[src/hw/rtl/working_set_page_replacer_defines.svh]
// Assertion macros for the page replacer RTL.
`ifndef WORKING_SET_PAGE_REPLACER_DEFINES_SVH
`define WORKING_SET_PAGE_REPLACER_DEFINES_SVH

// Concurrent check on a named clock, muted while the named reset is high.
`define WSPR_ASSERT_ON(lbl, ck, rs, prop, msg) \
  lbl: assert property (@(posedge ck) disable iff (rs) prop) else $error(msg);

// Same check on the block clock and reset.
`define WSPR_ASSERT(lbl, prop, msg) `WSPR_ASSERT_ON(lbl, clk, rst, prop, msg)

`endif

[src/hw/rtl/wspr_pkg.sv]
// Package for the page replacer: codes, reset values, sequencer states, write controls.
package wspr_pkg;

  // Item kinds on req_type
  localparam logic [1:0] REQ_ACCESS = 2'd0;
  localparam logic [1:0] REQ_TICK   = 2'd1;
  localparam logic [1:0] REQ_CLEAR  = 2'd2;

  // Configuration register indexes
  localparam logic [1:0] CFG_MAX_AGE       = 2'd0;
  localparam logic [1:0] CFG_FRAMES_IN_USE = 2'd1;

  // Register reset values
  localparam logic [15:0] MAX_AGE_RESET       = 16'd50;
  localparam logic [3:0]  FRAMES_IN_USE_RESET = 4'd5;

  // Sequencer states
  typedef enum logic [1:0] {
    ST_IDLE,
    ST_HIT,
    ST_SCAN,
    ST_FINISH
  } state_t;

  // Write strobes for the page table memories
  typedef struct packed {
    logic time_we;
    logic frame_we;
  } wr_t;

endpackage

[src/hw/rtl/wspr_table.sv]
// Page table memories (frame and last-use time) with registered read and age check.
module wspr_table #(
  parameter int PAGES     = 16,
  parameter int FW        = 3,
  parameter int TIME_BITS = 32
) (
  input  logic                     clk,
  input  logic [$clog2(PAGES)-1:0] rd_addr,
  input  wspr_pkg::wr_t            wr,
  input  logic [$clog2(PAGES)-1:0] wr_addr,
  input  logic [FW-1:0]            wr_frame,
  input  logic [TIME_BITS-1:0]     now,
  input  logic [15:0]              max_age,
  output logic [FW-1:0]            rd_frame,
  output logic                     rd_stale
);

  localparam int AW = (TIME_BITS > 16) ? TIME_BITS : 16;

  logic [FW-1:0]        frame_mem [PAGES];
  logic [TIME_BITS-1:0] time_mem  [PAGES];
  logic [TIME_BITS-1:0] rd_time;
  logic [TIME_BITS-1:0] age;

  // Frame memory: one write, one registered read
  always_ff @(posedge clk) begin
    if (wr.frame_we) begin
      frame_mem[wr_addr] <= wr_frame;
    end
    rd_frame <= frame_mem[rd_addr];
  end

  // Last-use memory: always written with the current time
  always_ff @(posedge clk) begin
    if (wr.time_we) begin
      time_mem[wr_addr] <= now;
    end
    rd_time <= time_mem[rd_addr];
  end

  // Age wraps with the time counter
  assign age      = now - rd_time;
  assign rd_stale = AW'(age) > AW'(max_age);

endmodule

[src/hw/rtl/working_set_page_replacer.sv]
// Working-set page replacer top level: command port, config port, sequencer, state.
//
// Usage: an item (req_type, page) is taken at a rising edge with start high and
// busy low. Each item gives one result beat on hit/frame/evicted_valid/
// evicted_page/fault_total, marked by done for one cycle; the receiver cannot
// stall, so a beat must be taken when shown. Config writes (cfg_index 0 max_age,
// 1 frames_in_use) go on cfg_valid, with cfg_ready always high; the user must make
// them only while the block is idle, as the block itself does not enforce this.
// Timing: tick, clear, unknown items and faults that take a free frame give done
// the cycle after acceptance and leave busy low. A hit reads the frame memory in
// the HIT state, and done follows from there. A fault with all frames taken sweeps
// the page table through the memory read port one entry a cycle, up to the last
// entry or an old page that ends the sweep early; done follows through the FINISH
// state, and busy is high meanwhile.
// Reset: resident and referenced bits, time, fault and frame counters clear at
// once; max_age returns to 50 and frames_in_use to 5. Memories need no clearing
// pass: an entry is read only while its resident bit is set.
`include "working_set_page_replacer_defines.svh"

module working_set_page_replacer #(
  parameter int PAGES     = 16,
  parameter int FRAMES    = 8,
  parameter int TIME_BITS = 32
) (
  input  logic        clk,
  input  logic        rst,
  // command channel
  input  logic        start,
  output logic        busy,
  input  logic [1:0]  req_type,
  input  logic [3:0]  page,
  // result channel
  output logic        done,
  output logic        hit,
  output logic [2:0]  frame,
  output logic        evicted_valid,
  output logic [3:0]  evicted_page,
  output logic [15:0] fault_total,
  // configuration channel
  input  logic        cfg_valid,
  output logic        cfg_ready,
  input  logic [1:0]  cfg_index,
  input  logic [15:0] cfg_data
);

  localparam int PW = $clog2(PAGES);
  localparam int FW = (FRAMES > 1) ? $clog2(FRAMES) : 1;
  localparam int TW = $clog2(FRAMES + 1);
  localparam int CW = (TW > 4) ? TW : 4;
  localparam logic [PW-1:0] LAST_PAGE = PW'(PAGES - 1);

  // Page number wrapped into the table by repeated subtraction (at most 8 steps)
  function automatic logic [PW-1:0] page_wrap(input logic [3:0] pg);
    logic [8:0] v;
    v = 9'(pg);
    for (int k = 0; k < 8; k++) begin
      if (v >= 9'(PAGES)) begin
        v = v - 9'(PAGES);
      end
    end
    return PW'(v);
  endfunction

  wspr_pkg::state_t state, state_next;

  logic [15:0]          max_age;
  logic [3:0]           frames_in_use;
  logic [PAGES-1:0]     resident;
  logic [PAGES-1:0]     referenced;
  logic [TIME_BITS-1:0] now;
  logic [TW-1:0]        frames_taken;
  logic [15:0]          fault_count;

  logic [PW-1:0] req_page;
  logic [PW-1:0] scan_idx;
  logic          issue_on;
  logic          chk_valid;
  logic [PW-1:0] chk_idx;
  logic          vict_found;
  logic [PW-1:0] vict_idx;
  logic [FW-1:0] vict_frame;
  logic          first_found;
  logic [PW-1:0] first_idx;
  logic [FW-1:0] first_frame;

  logic [PW-1:0] in_page;
  logic          accept;
  logic          in_hit;
  logic [CW-1:0] limit;
  logic          free_frame;

  logic [PW-1:0] rd_addr;
  logic [PW-1:0] wr_addr;
  logic [FW-1:0] wr_frame;
  wspr_pkg::wr_t wr;
  logic [FW-1:0] rd_frame;
  logic          rd_stale;
  logic          done_next;

  logic          chk_res;
  logic          stale_hit;
  logic          scan_end;
  logic          ev_valid;
  logic [PW-1:0] ev_idx;
  logic [FW-1:0] ev_frame;
  logic          scan_last;

  // Input decode
  assign accept  = start && !busy;
  assign in_page = page_wrap(page);
  assign in_hit  = resident[in_page];

  // Frame limit: zero acts as one, clamp to the frame count
  always_comb begin
    if (frames_in_use == 4'd0) begin
      limit = CW'(1);
    end else if (CW'(frames_in_use) > CW'(FRAMES)) begin
      limit = CW'(FRAMES);
    end else begin
      limit = CW'(frames_in_use);
    end
  end
  assign free_frame = CW'(frames_taken) < limit;

  // Scan evaluation on the entry read last cycle
  assign chk_res   = chk_valid && resident[chk_idx];
  assign stale_hit = chk_res && !referenced[chk_idx] && rd_stale;
  assign scan_end  = stale_hit || (chk_valid && chk_idx == LAST_PAGE);

  // Victim choice at the end of a sweep: old page, else first resident one
  assign ev_valid = vict_found || first_found;
  assign ev_idx   = vict_found ? vict_idx : first_idx;
  always_comb begin
    if (vict_found) begin
      ev_frame = vict_frame;
    end else if (first_found) begin
      ev_frame = first_frame;
    end else begin
      ev_frame = '0;
    end
  end

  // Next state
  always_comb begin
    state_next = state;
    unique case (state)
      wspr_pkg::ST_IDLE: begin
        if (accept && req_type == wspr_pkg::REQ_ACCESS) begin
          if (in_hit) begin
            state_next = wspr_pkg::ST_HIT;
          end else if (!free_frame) begin
            state_next = wspr_pkg::ST_SCAN;
          end
        end
      end
      wspr_pkg::ST_HIT:    state_next = wspr_pkg::ST_IDLE;
      wspr_pkg::ST_SCAN: begin
        if (scan_end) begin
          state_next = wspr_pkg::ST_FINISH;
        end
      end
      wspr_pkg::ST_FINISH: state_next = wspr_pkg::ST_IDLE;
      default:             state_next = wspr_pkg::ST_IDLE;
    endcase
  end

  // Memory controls, busy and result strobe. A read that meets a write on one entry is
  // harmless: the sweep writes behind its read pointer, the hit writes the other memory.
  always_comb begin
    busy      = 1'b1;
    done_next = 1'b0;
    rd_addr   = in_page;
    wr_addr   = req_page;
    wr_frame  = ev_frame;
    wr        = '0;
    unique case (state)
      wspr_pkg::ST_IDLE: begin
        busy      = 1'b0;
        wr_addr   = in_page;
        wr_frame  = FW'(frames_taken);
        done_next = accept && (req_type != wspr_pkg::REQ_ACCESS || (!in_hit && free_frame));
        if (accept && req_type == wspr_pkg::REQ_ACCESS) begin
          wr.time_we  = in_hit || free_frame;
          wr.frame_we = !in_hit && free_frame;
        end
      end
      wspr_pkg::ST_HIT: begin
        done_next = 1'b1;
      end
      wspr_pkg::ST_SCAN: begin
        rd_addr    = scan_idx;
        wr_addr    = chk_idx;
        wr.time_we = chk_res && !stale_hit;
      end
      wspr_pkg::ST_FINISH: begin
        done_next   = 1'b1;
        wr.time_we  = 1'b1;
        wr.frame_we = 1'b1;
      end
      default: begin
      end
    endcase
  end

  wspr_table #(
    .PAGES     (PAGES),
    .FW        (FW),
    .TIME_BITS (TIME_BITS)
  ) u_table (
    .clk      (clk),
    .rd_addr  (rd_addr),
    .wr       (wr),
    .wr_addr  (wr_addr),
    .wr_frame (wr_frame),
    .now      (now),
    .max_age  (max_age),
    .rd_frame (rd_frame),
    .rd_stale (rd_stale)
  );

  // Configuration registers
  assign cfg_ready = 1'b1;
  always_ff @(posedge clk) begin
    if (rst) begin
      max_age       <= wspr_pkg::MAX_AGE_RESET;
      frames_in_use <= wspr_pkg::FRAMES_IN_USE_RESET;
    end else if (cfg_valid) begin
      if (cfg_index == wspr_pkg::CFG_MAX_AGE) begin
        max_age <= cfg_data;
      end else if (cfg_index == wspr_pkg::CFG_FRAMES_IN_USE) begin
        frames_in_use <= cfg_data[3:0];
      end
    end
  end

  // Control state: sequencer, page bits, counters
  always_ff @(posedge clk) begin
    if (rst) begin
      state        <= wspr_pkg::ST_IDLE;
      resident     <= '0;
      referenced   <= '0;
      now          <= '0;
      frames_taken <= '0;
      fault_count  <= '0;
      done         <= 1'b0;
      issue_on     <= 1'b0;
      chk_valid    <= 1'b0;
      vict_found   <= 1'b0;
      first_found  <= 1'b0;
    end else begin
      state <= state_next;
      done  <= done_next;
      unique case (state)
        wspr_pkg::ST_IDLE: begin
          if (accept) begin
            unique case (req_type)
              wspr_pkg::REQ_ACCESS: begin
                if (in_hit) begin
                  referenced[in_page] <= 1'b1;
                end else begin
                  if (fault_count != 16'hFFFF) begin
                    fault_count <= fault_count + 16'd1;
                  end
                  if (free_frame) begin
                    resident[in_page]   <= 1'b1;
                    referenced[in_page] <= 1'b1;
                    frames_taken        <= frames_taken + TW'(1);
                  end else begin
                    issue_on    <= 1'b1;
                    chk_valid   <= 1'b0;
                    vict_found  <= 1'b0;
                    first_found <= 1'b0;
                  end
                end
              end
              wspr_pkg::REQ_TICK: begin
                now <= now + TIME_BITS'(1);
              end
              wspr_pkg::REQ_CLEAR: begin
                referenced <= '0;
              end
              default: begin
              end
            endcase
          end
        end
        wspr_pkg::ST_HIT: begin
        end
        wspr_pkg::ST_SCAN: begin
          chk_valid <= issue_on;
          if (stale_hit || (issue_on && scan_idx == LAST_PAGE)) begin
            issue_on <= 1'b0;
          end
          if (stale_hit) begin
            vict_found <= 1'b1;
          end else if (chk_res && !first_found) begin
            first_found <= 1'b1;
          end
        end
        wspr_pkg::ST_FINISH: begin
          if (ev_valid) begin
            resident[ev_idx]   <= 1'b0;
            referenced[ev_idx] <= 1'b0;
          end
          resident[req_page]   <= 1'b1;
          referenced[req_page] <= 1'b1;
        end
        default: begin
        end
      endcase
    end
  end

  // Payload: sweep pointers, victim records, result beat
  always_ff @(posedge clk) begin
    unique case (state)
      wspr_pkg::ST_IDLE: begin
        req_page      <= in_page;
        scan_idx      <= '0;
        hit           <= 1'b0;
        evicted_valid <= 1'b0;
        evicted_page  <= 4'd0;
        frame         <= (accept && req_type == wspr_pkg::REQ_ACCESS && !in_hit && free_frame)
                         ? 3'(frames_taken) : 3'd0;
      end
      wspr_pkg::ST_HIT: begin
        hit   <= 1'b1;
        frame <= 3'(rd_frame);
      end
      wspr_pkg::ST_SCAN: begin
        if (issue_on) begin
          chk_idx <= scan_idx;
          if (scan_idx != LAST_PAGE) begin
            scan_idx <= scan_idx + PW'(1);
          end
        end
        if (stale_hit) begin
          vict_idx   <= chk_idx;
          vict_frame <= rd_frame;
        end else if (chk_res && !first_found) begin
          first_idx   <= chk_idx;
          first_frame <= rd_frame;
        end
      end
      wspr_pkg::ST_FINISH: begin
        hit           <= 1'b0;
        frame         <= 3'(ev_frame);
        evicted_valid <= ev_valid;
        evicted_page  <= ev_valid ? 4'(ev_idx) : 4'd0;
      end
      default: begin
      end
    endcase
  end

  assign fault_total = fault_count;

  // Checks
  assign scan_last = state == wspr_pkg::ST_SCAN && chk_valid && chk_idx == LAST_PAGE;
  `WSPR_ASSERT(a_res_count, ($countones(resident) == int'(frames_taken)), "resident count off")
  `WSPR_ASSERT(a_frames_cap, (frames_taken <= TW'(FRAMES)), "frames taken over limit")
  `WSPR_ASSERT(a_scan_stop, (scan_last |=> state == wspr_pkg::ST_FINISH), "sweep ran past end")
  `WSPR_ASSERT(a_hit_beat, (state == wspr_pkg::ST_HIT |=> done && hit), "hit gave no beat")
  `WSPR_ASSERT(a_evict_miss, (done && evicted_valid |-> !hit), "eviction on a hit")

endmodule

[config.mk]
export PLATFORM = sky130hd
export DESIGN_NAME = working_set_page_replacer
export DESIGN_NICKNAME = d
export VERILOG_FILES = /design/src/hw/rtl/wspr_pkg.sv /design/src/hw/rtl/wspr_table.sv /design/src/hw/rtl/working_set_page_replacer.sv
export VERILOG_INCLUDE_DIRS = /design/src /design/src/hw/rtl
export SDC_FILE = /design/constraint.sdc
export NUM_CORES = 1
export LEC_CHECK = 0
export ABC_AREA = 1
export BUFFER_PORTS_ARGS = -buffer_cell sky130_fd_sc_hd__buf_2
export CAP_MARGIN = 20
export CORE_UTILIZATION = 50
export DETAILED_ROUTE_END_ITERATION = 10
export PLACE_DENSITY = 0.66
export SLEW_MARGIN = 20
export SYNTH_ARGS = -nofsm -noshare
export SYNTH_HDL_FRONTEND = slang
export SYNTH_SLANG_ARGS = --single-unit
[constraint.sdc]
create_clock -name clk -period 11.75 [get_ports clk]
set_clock_uncertainty 0.05 [all_clocks]
set_input_delay 3.525 -clock clk [delete_from_list [all_inputs] [get_ports clk]]
set_output_delay 3.525 -clock clk [all_outputs]
set_load 0.01 [all_outputs]
==> results_dict.tcl <==
set metrics [dict create \
    status "completed" \
    ir_worst_vdd_uv 178 \
    die_area_sq_mm 0.0692 \
    power.internal_w 0.00507 \
    cts_tree "yes" \
    cp-start-kind "input pin" \
    place_inst 4327 \
    pre_cts_ws_ns 5.05 \
    critPathSlowestCell "nor2_1" \
    switchingPower_w 0.00274 \
    final_cell_mix "inv_1, nand2_1, edfxtp_1, a21oi_1, o21ai_0" \
    firstDrtPassIters 6 \
    synth.distinct_cells 54 \
    p_leak_nw 15.1 \
    cellPowerDensity_mw_per_mm2 207 \
    num_vias 24372 \
    combinationalPowerShare_pct 28.6 \
    seq_area_sq_mm 0.0208 \
    cts_hold_buf 0 \
    die_w_um 263 \
    grt_pass1_vias 23151 \
    max_stage_delay_ns 0.69 \
    drv_slew 0 \
    fill_cells 5737 \
    yosys_most_used_dff "edfxtp_1" \
    clk_pin_slew_ns 0.05 \
    synth-seq-cells 741 \
    clk_latency_ns 0.65 \
    critPathKind "input pin to flop" \
    syn2layout_area_growth_pct 11.1 \
    finalHoldViolCount 0 \
    grt_pass1_wl_um 130000 \
    fmax_ghz 0.164 \
    initial_core_util_pct 50.7 \
    p_seq_share_pct 40.0 \
    max-slew-margin-rel_pct 22.5 \
    cp-end-kind "flop" \
    instances_no_fill 4473 \
    tns_ns 0 \
    cts_setup_buffers 0 \
    clock_sinks 741 \
    layout_setup_ws_ns 5.65 \
    pin_count 56 \
    core_sq_mm 0.0673 \
    yosysWarnings 0 \
    post_drt_wl_per_cell_um 18.7 \
    numPortBuffers 54 \
    seq_area_frac_synth_pct 61.0 \
    min_period_over_period_pct 52.0 \
    crit_chain "buf_2, nor2_1, a22oi_1, o221ai_1, nand2_1, nand2_1, nor2_4, inv_1, o21ai_0, nand3_2, nand2_4, nor2_4, buf_4" \
    cp.required_ns 11.95 \
    routed_wl_um 83600 \
    whs_ns 0.412 \
    async_reset_ff_share_pct 0 \
    multi_input_area_sq_mm 0.0105 \
    hp-class "flop to flop" \
    synth_nets 3601 \
    grt_overflow 0 \
    fin_crit_ns 6.10 \
    cts_root_buffer "clkbuf_16" \
    initialDrtViolationCount 2226 \
    maxCapViolations 0 \
    grt_max_degree 260 \
    rows 95 \
    tightestPinTransition_ns 1.16 \
    worstPathArrival_ns 6.31 \
    finalNetCount 3622 \
    syn_area_per_cell_sq_um 9.70 \
    cts_resized 0 \
    power_w 0.00782 \
    cts_buffers 78 \
    avgViaCountPerCell 5.45 \
    finalSetupViolCount 0 \
    gp_congestion 0.951 \
    synth_edf_count 595 \
    grt.total_usage_pct 24.1 \
    final_antenna_net_count 0 \
    antenna_found_initial 1 \
    synth_cells 3513 \
    path_max_fanout 32 \
    clockBufferDepth 3 \
    swShare_pct 35.1 \
    grt_setup_unrepaired "false" \
    h-tree-depth 3 \
    syn_area_sq_mm 0.0341 \
    die_y_um 263 \
    clock_power_share_pct 31.4 \
    dp_hpwl_um 50900 \
    drc 0 \
    layout-drive-gt1-share_pct 8.11 \
]
==> Yosys cell counts, drive strengths merged (38+ instances only) <==
library cell / count / share of area [%]
nor3: 38 / 0.68
edfxtp: 595 / 52
nand3: 237 / 3.5
ha: 59 / 2.2
inv: 607 / 6.7
buf: 51 / 0.80
nand2: 610 / 6.9
nor2: 199 / 2.4
dfxtp: 146 / 8.6
a21oi: 319 / 4.7
o211ai: 111 / 2.4
clkbuf: 99 / 1.1
o21ai: 301 / 4.4
==> routing by layer <==
| layer | track usage, % | routed length (um) |
|---|---|---|
| met5 | 0 | 0 |
| met4 | 7.93 | 2390 |
| met3 | 3.27 | 4600 |
| met2 | 40.5 | 40100 |
| met1 | 32.2 | 36500 |
==> flip-flops by register name, indices dropped and copies added (netlist names), 4 cells and up <==
name,flops
chk_idx,4
vict_idx,4
frames_taken,4
resident,16
req_page,4
scan_idx,4
frames_in_use,4
referenced,16
u_table.rd_time,32
u_table.frame_mem,48
first_idx,4
evicted_page,4
fault_total,16
max_age,16
u_table.time_mem,512
now,32
==> worst max-delay path: cells and delay by family <==
kind | cells | cell delay, ns
compound gates | 3 | 0.48
buf+inv | 3 | 0.75
simple gates | 7 | 1.53
==> power by group through the flow <==
| stage | Clock (W) | Sequential (W) | Combinational, W |
|---|---|---|---|
| after floorplan | 0 | 0.00314 | 0.00160 |
| after global placement | 0 | 0.00318 | 0.00220 |
| after detailed placement | 0 | 0.00318 | 0.00222 |
| after CTS | 0.00250 | 0.00313 | 0.00223 |
| after global routing | 0.00260 | 0.00314 | 0.00250 |
| final | 0.00246 | 0.00313 | 0.00223 |
==> through the flow <==
stage	area [sq um]	utilization [%]
final	37900	56.3
after global routing	37900	56.3
after CTS	37900	56.3
after detailed placement	35300	52.4
after global placement	35300	52.4
after floorplan	34100	-
==> final timing paths <==
path	start	end	depth (start not counted)	slack, ns
setup / recovery	page[1]	u_table.time_mem[8][20]	13	5.65
hold / removal	frames_taken[3]	frames_taken[3]	1	0.41
setup reg to reg	now[0]	u_table.time_mem[8][20]	27	6.07
hold reg to reg	frames_taken[3]	frames_taken[3]	1	0.41
==> layout make-up <==
type / instances / share of cell area (%)
repair buffers: 91 / 1.51
inverters: 609 / 6.04
clock inverters: 34 / 0.882
well taps: 873 / 2.89
flip-flops and latches: 741 / 54.9
clock buffers: 111 / 5.99
diodes: 1 / 0.00661
multi-input cells: 2013 / 27.8
==> logic make-up (layout without fill, tap and decap cells) <==
| family | count (synthesis) | after routing | synth area share (%) |
|---|---|---|---|
| other | 1 | 2 | 0.0110 |
| DFF | 741 | 741 | 61.0 |
| adders and majority gates | 60 | 60 | 2.22 |
| buffers and inverters | 759 | 845 | 8.60 |
| and+or+nand+nor | 1116 | 1116 | 14.1 |
| xor gates and xnor gates | 23 | 23 | 0.591 |
| AOI/OAI and AO/OA | 813 | 813 | 13.5 |
Note: power is estimated with default switching activity, not from simulation.
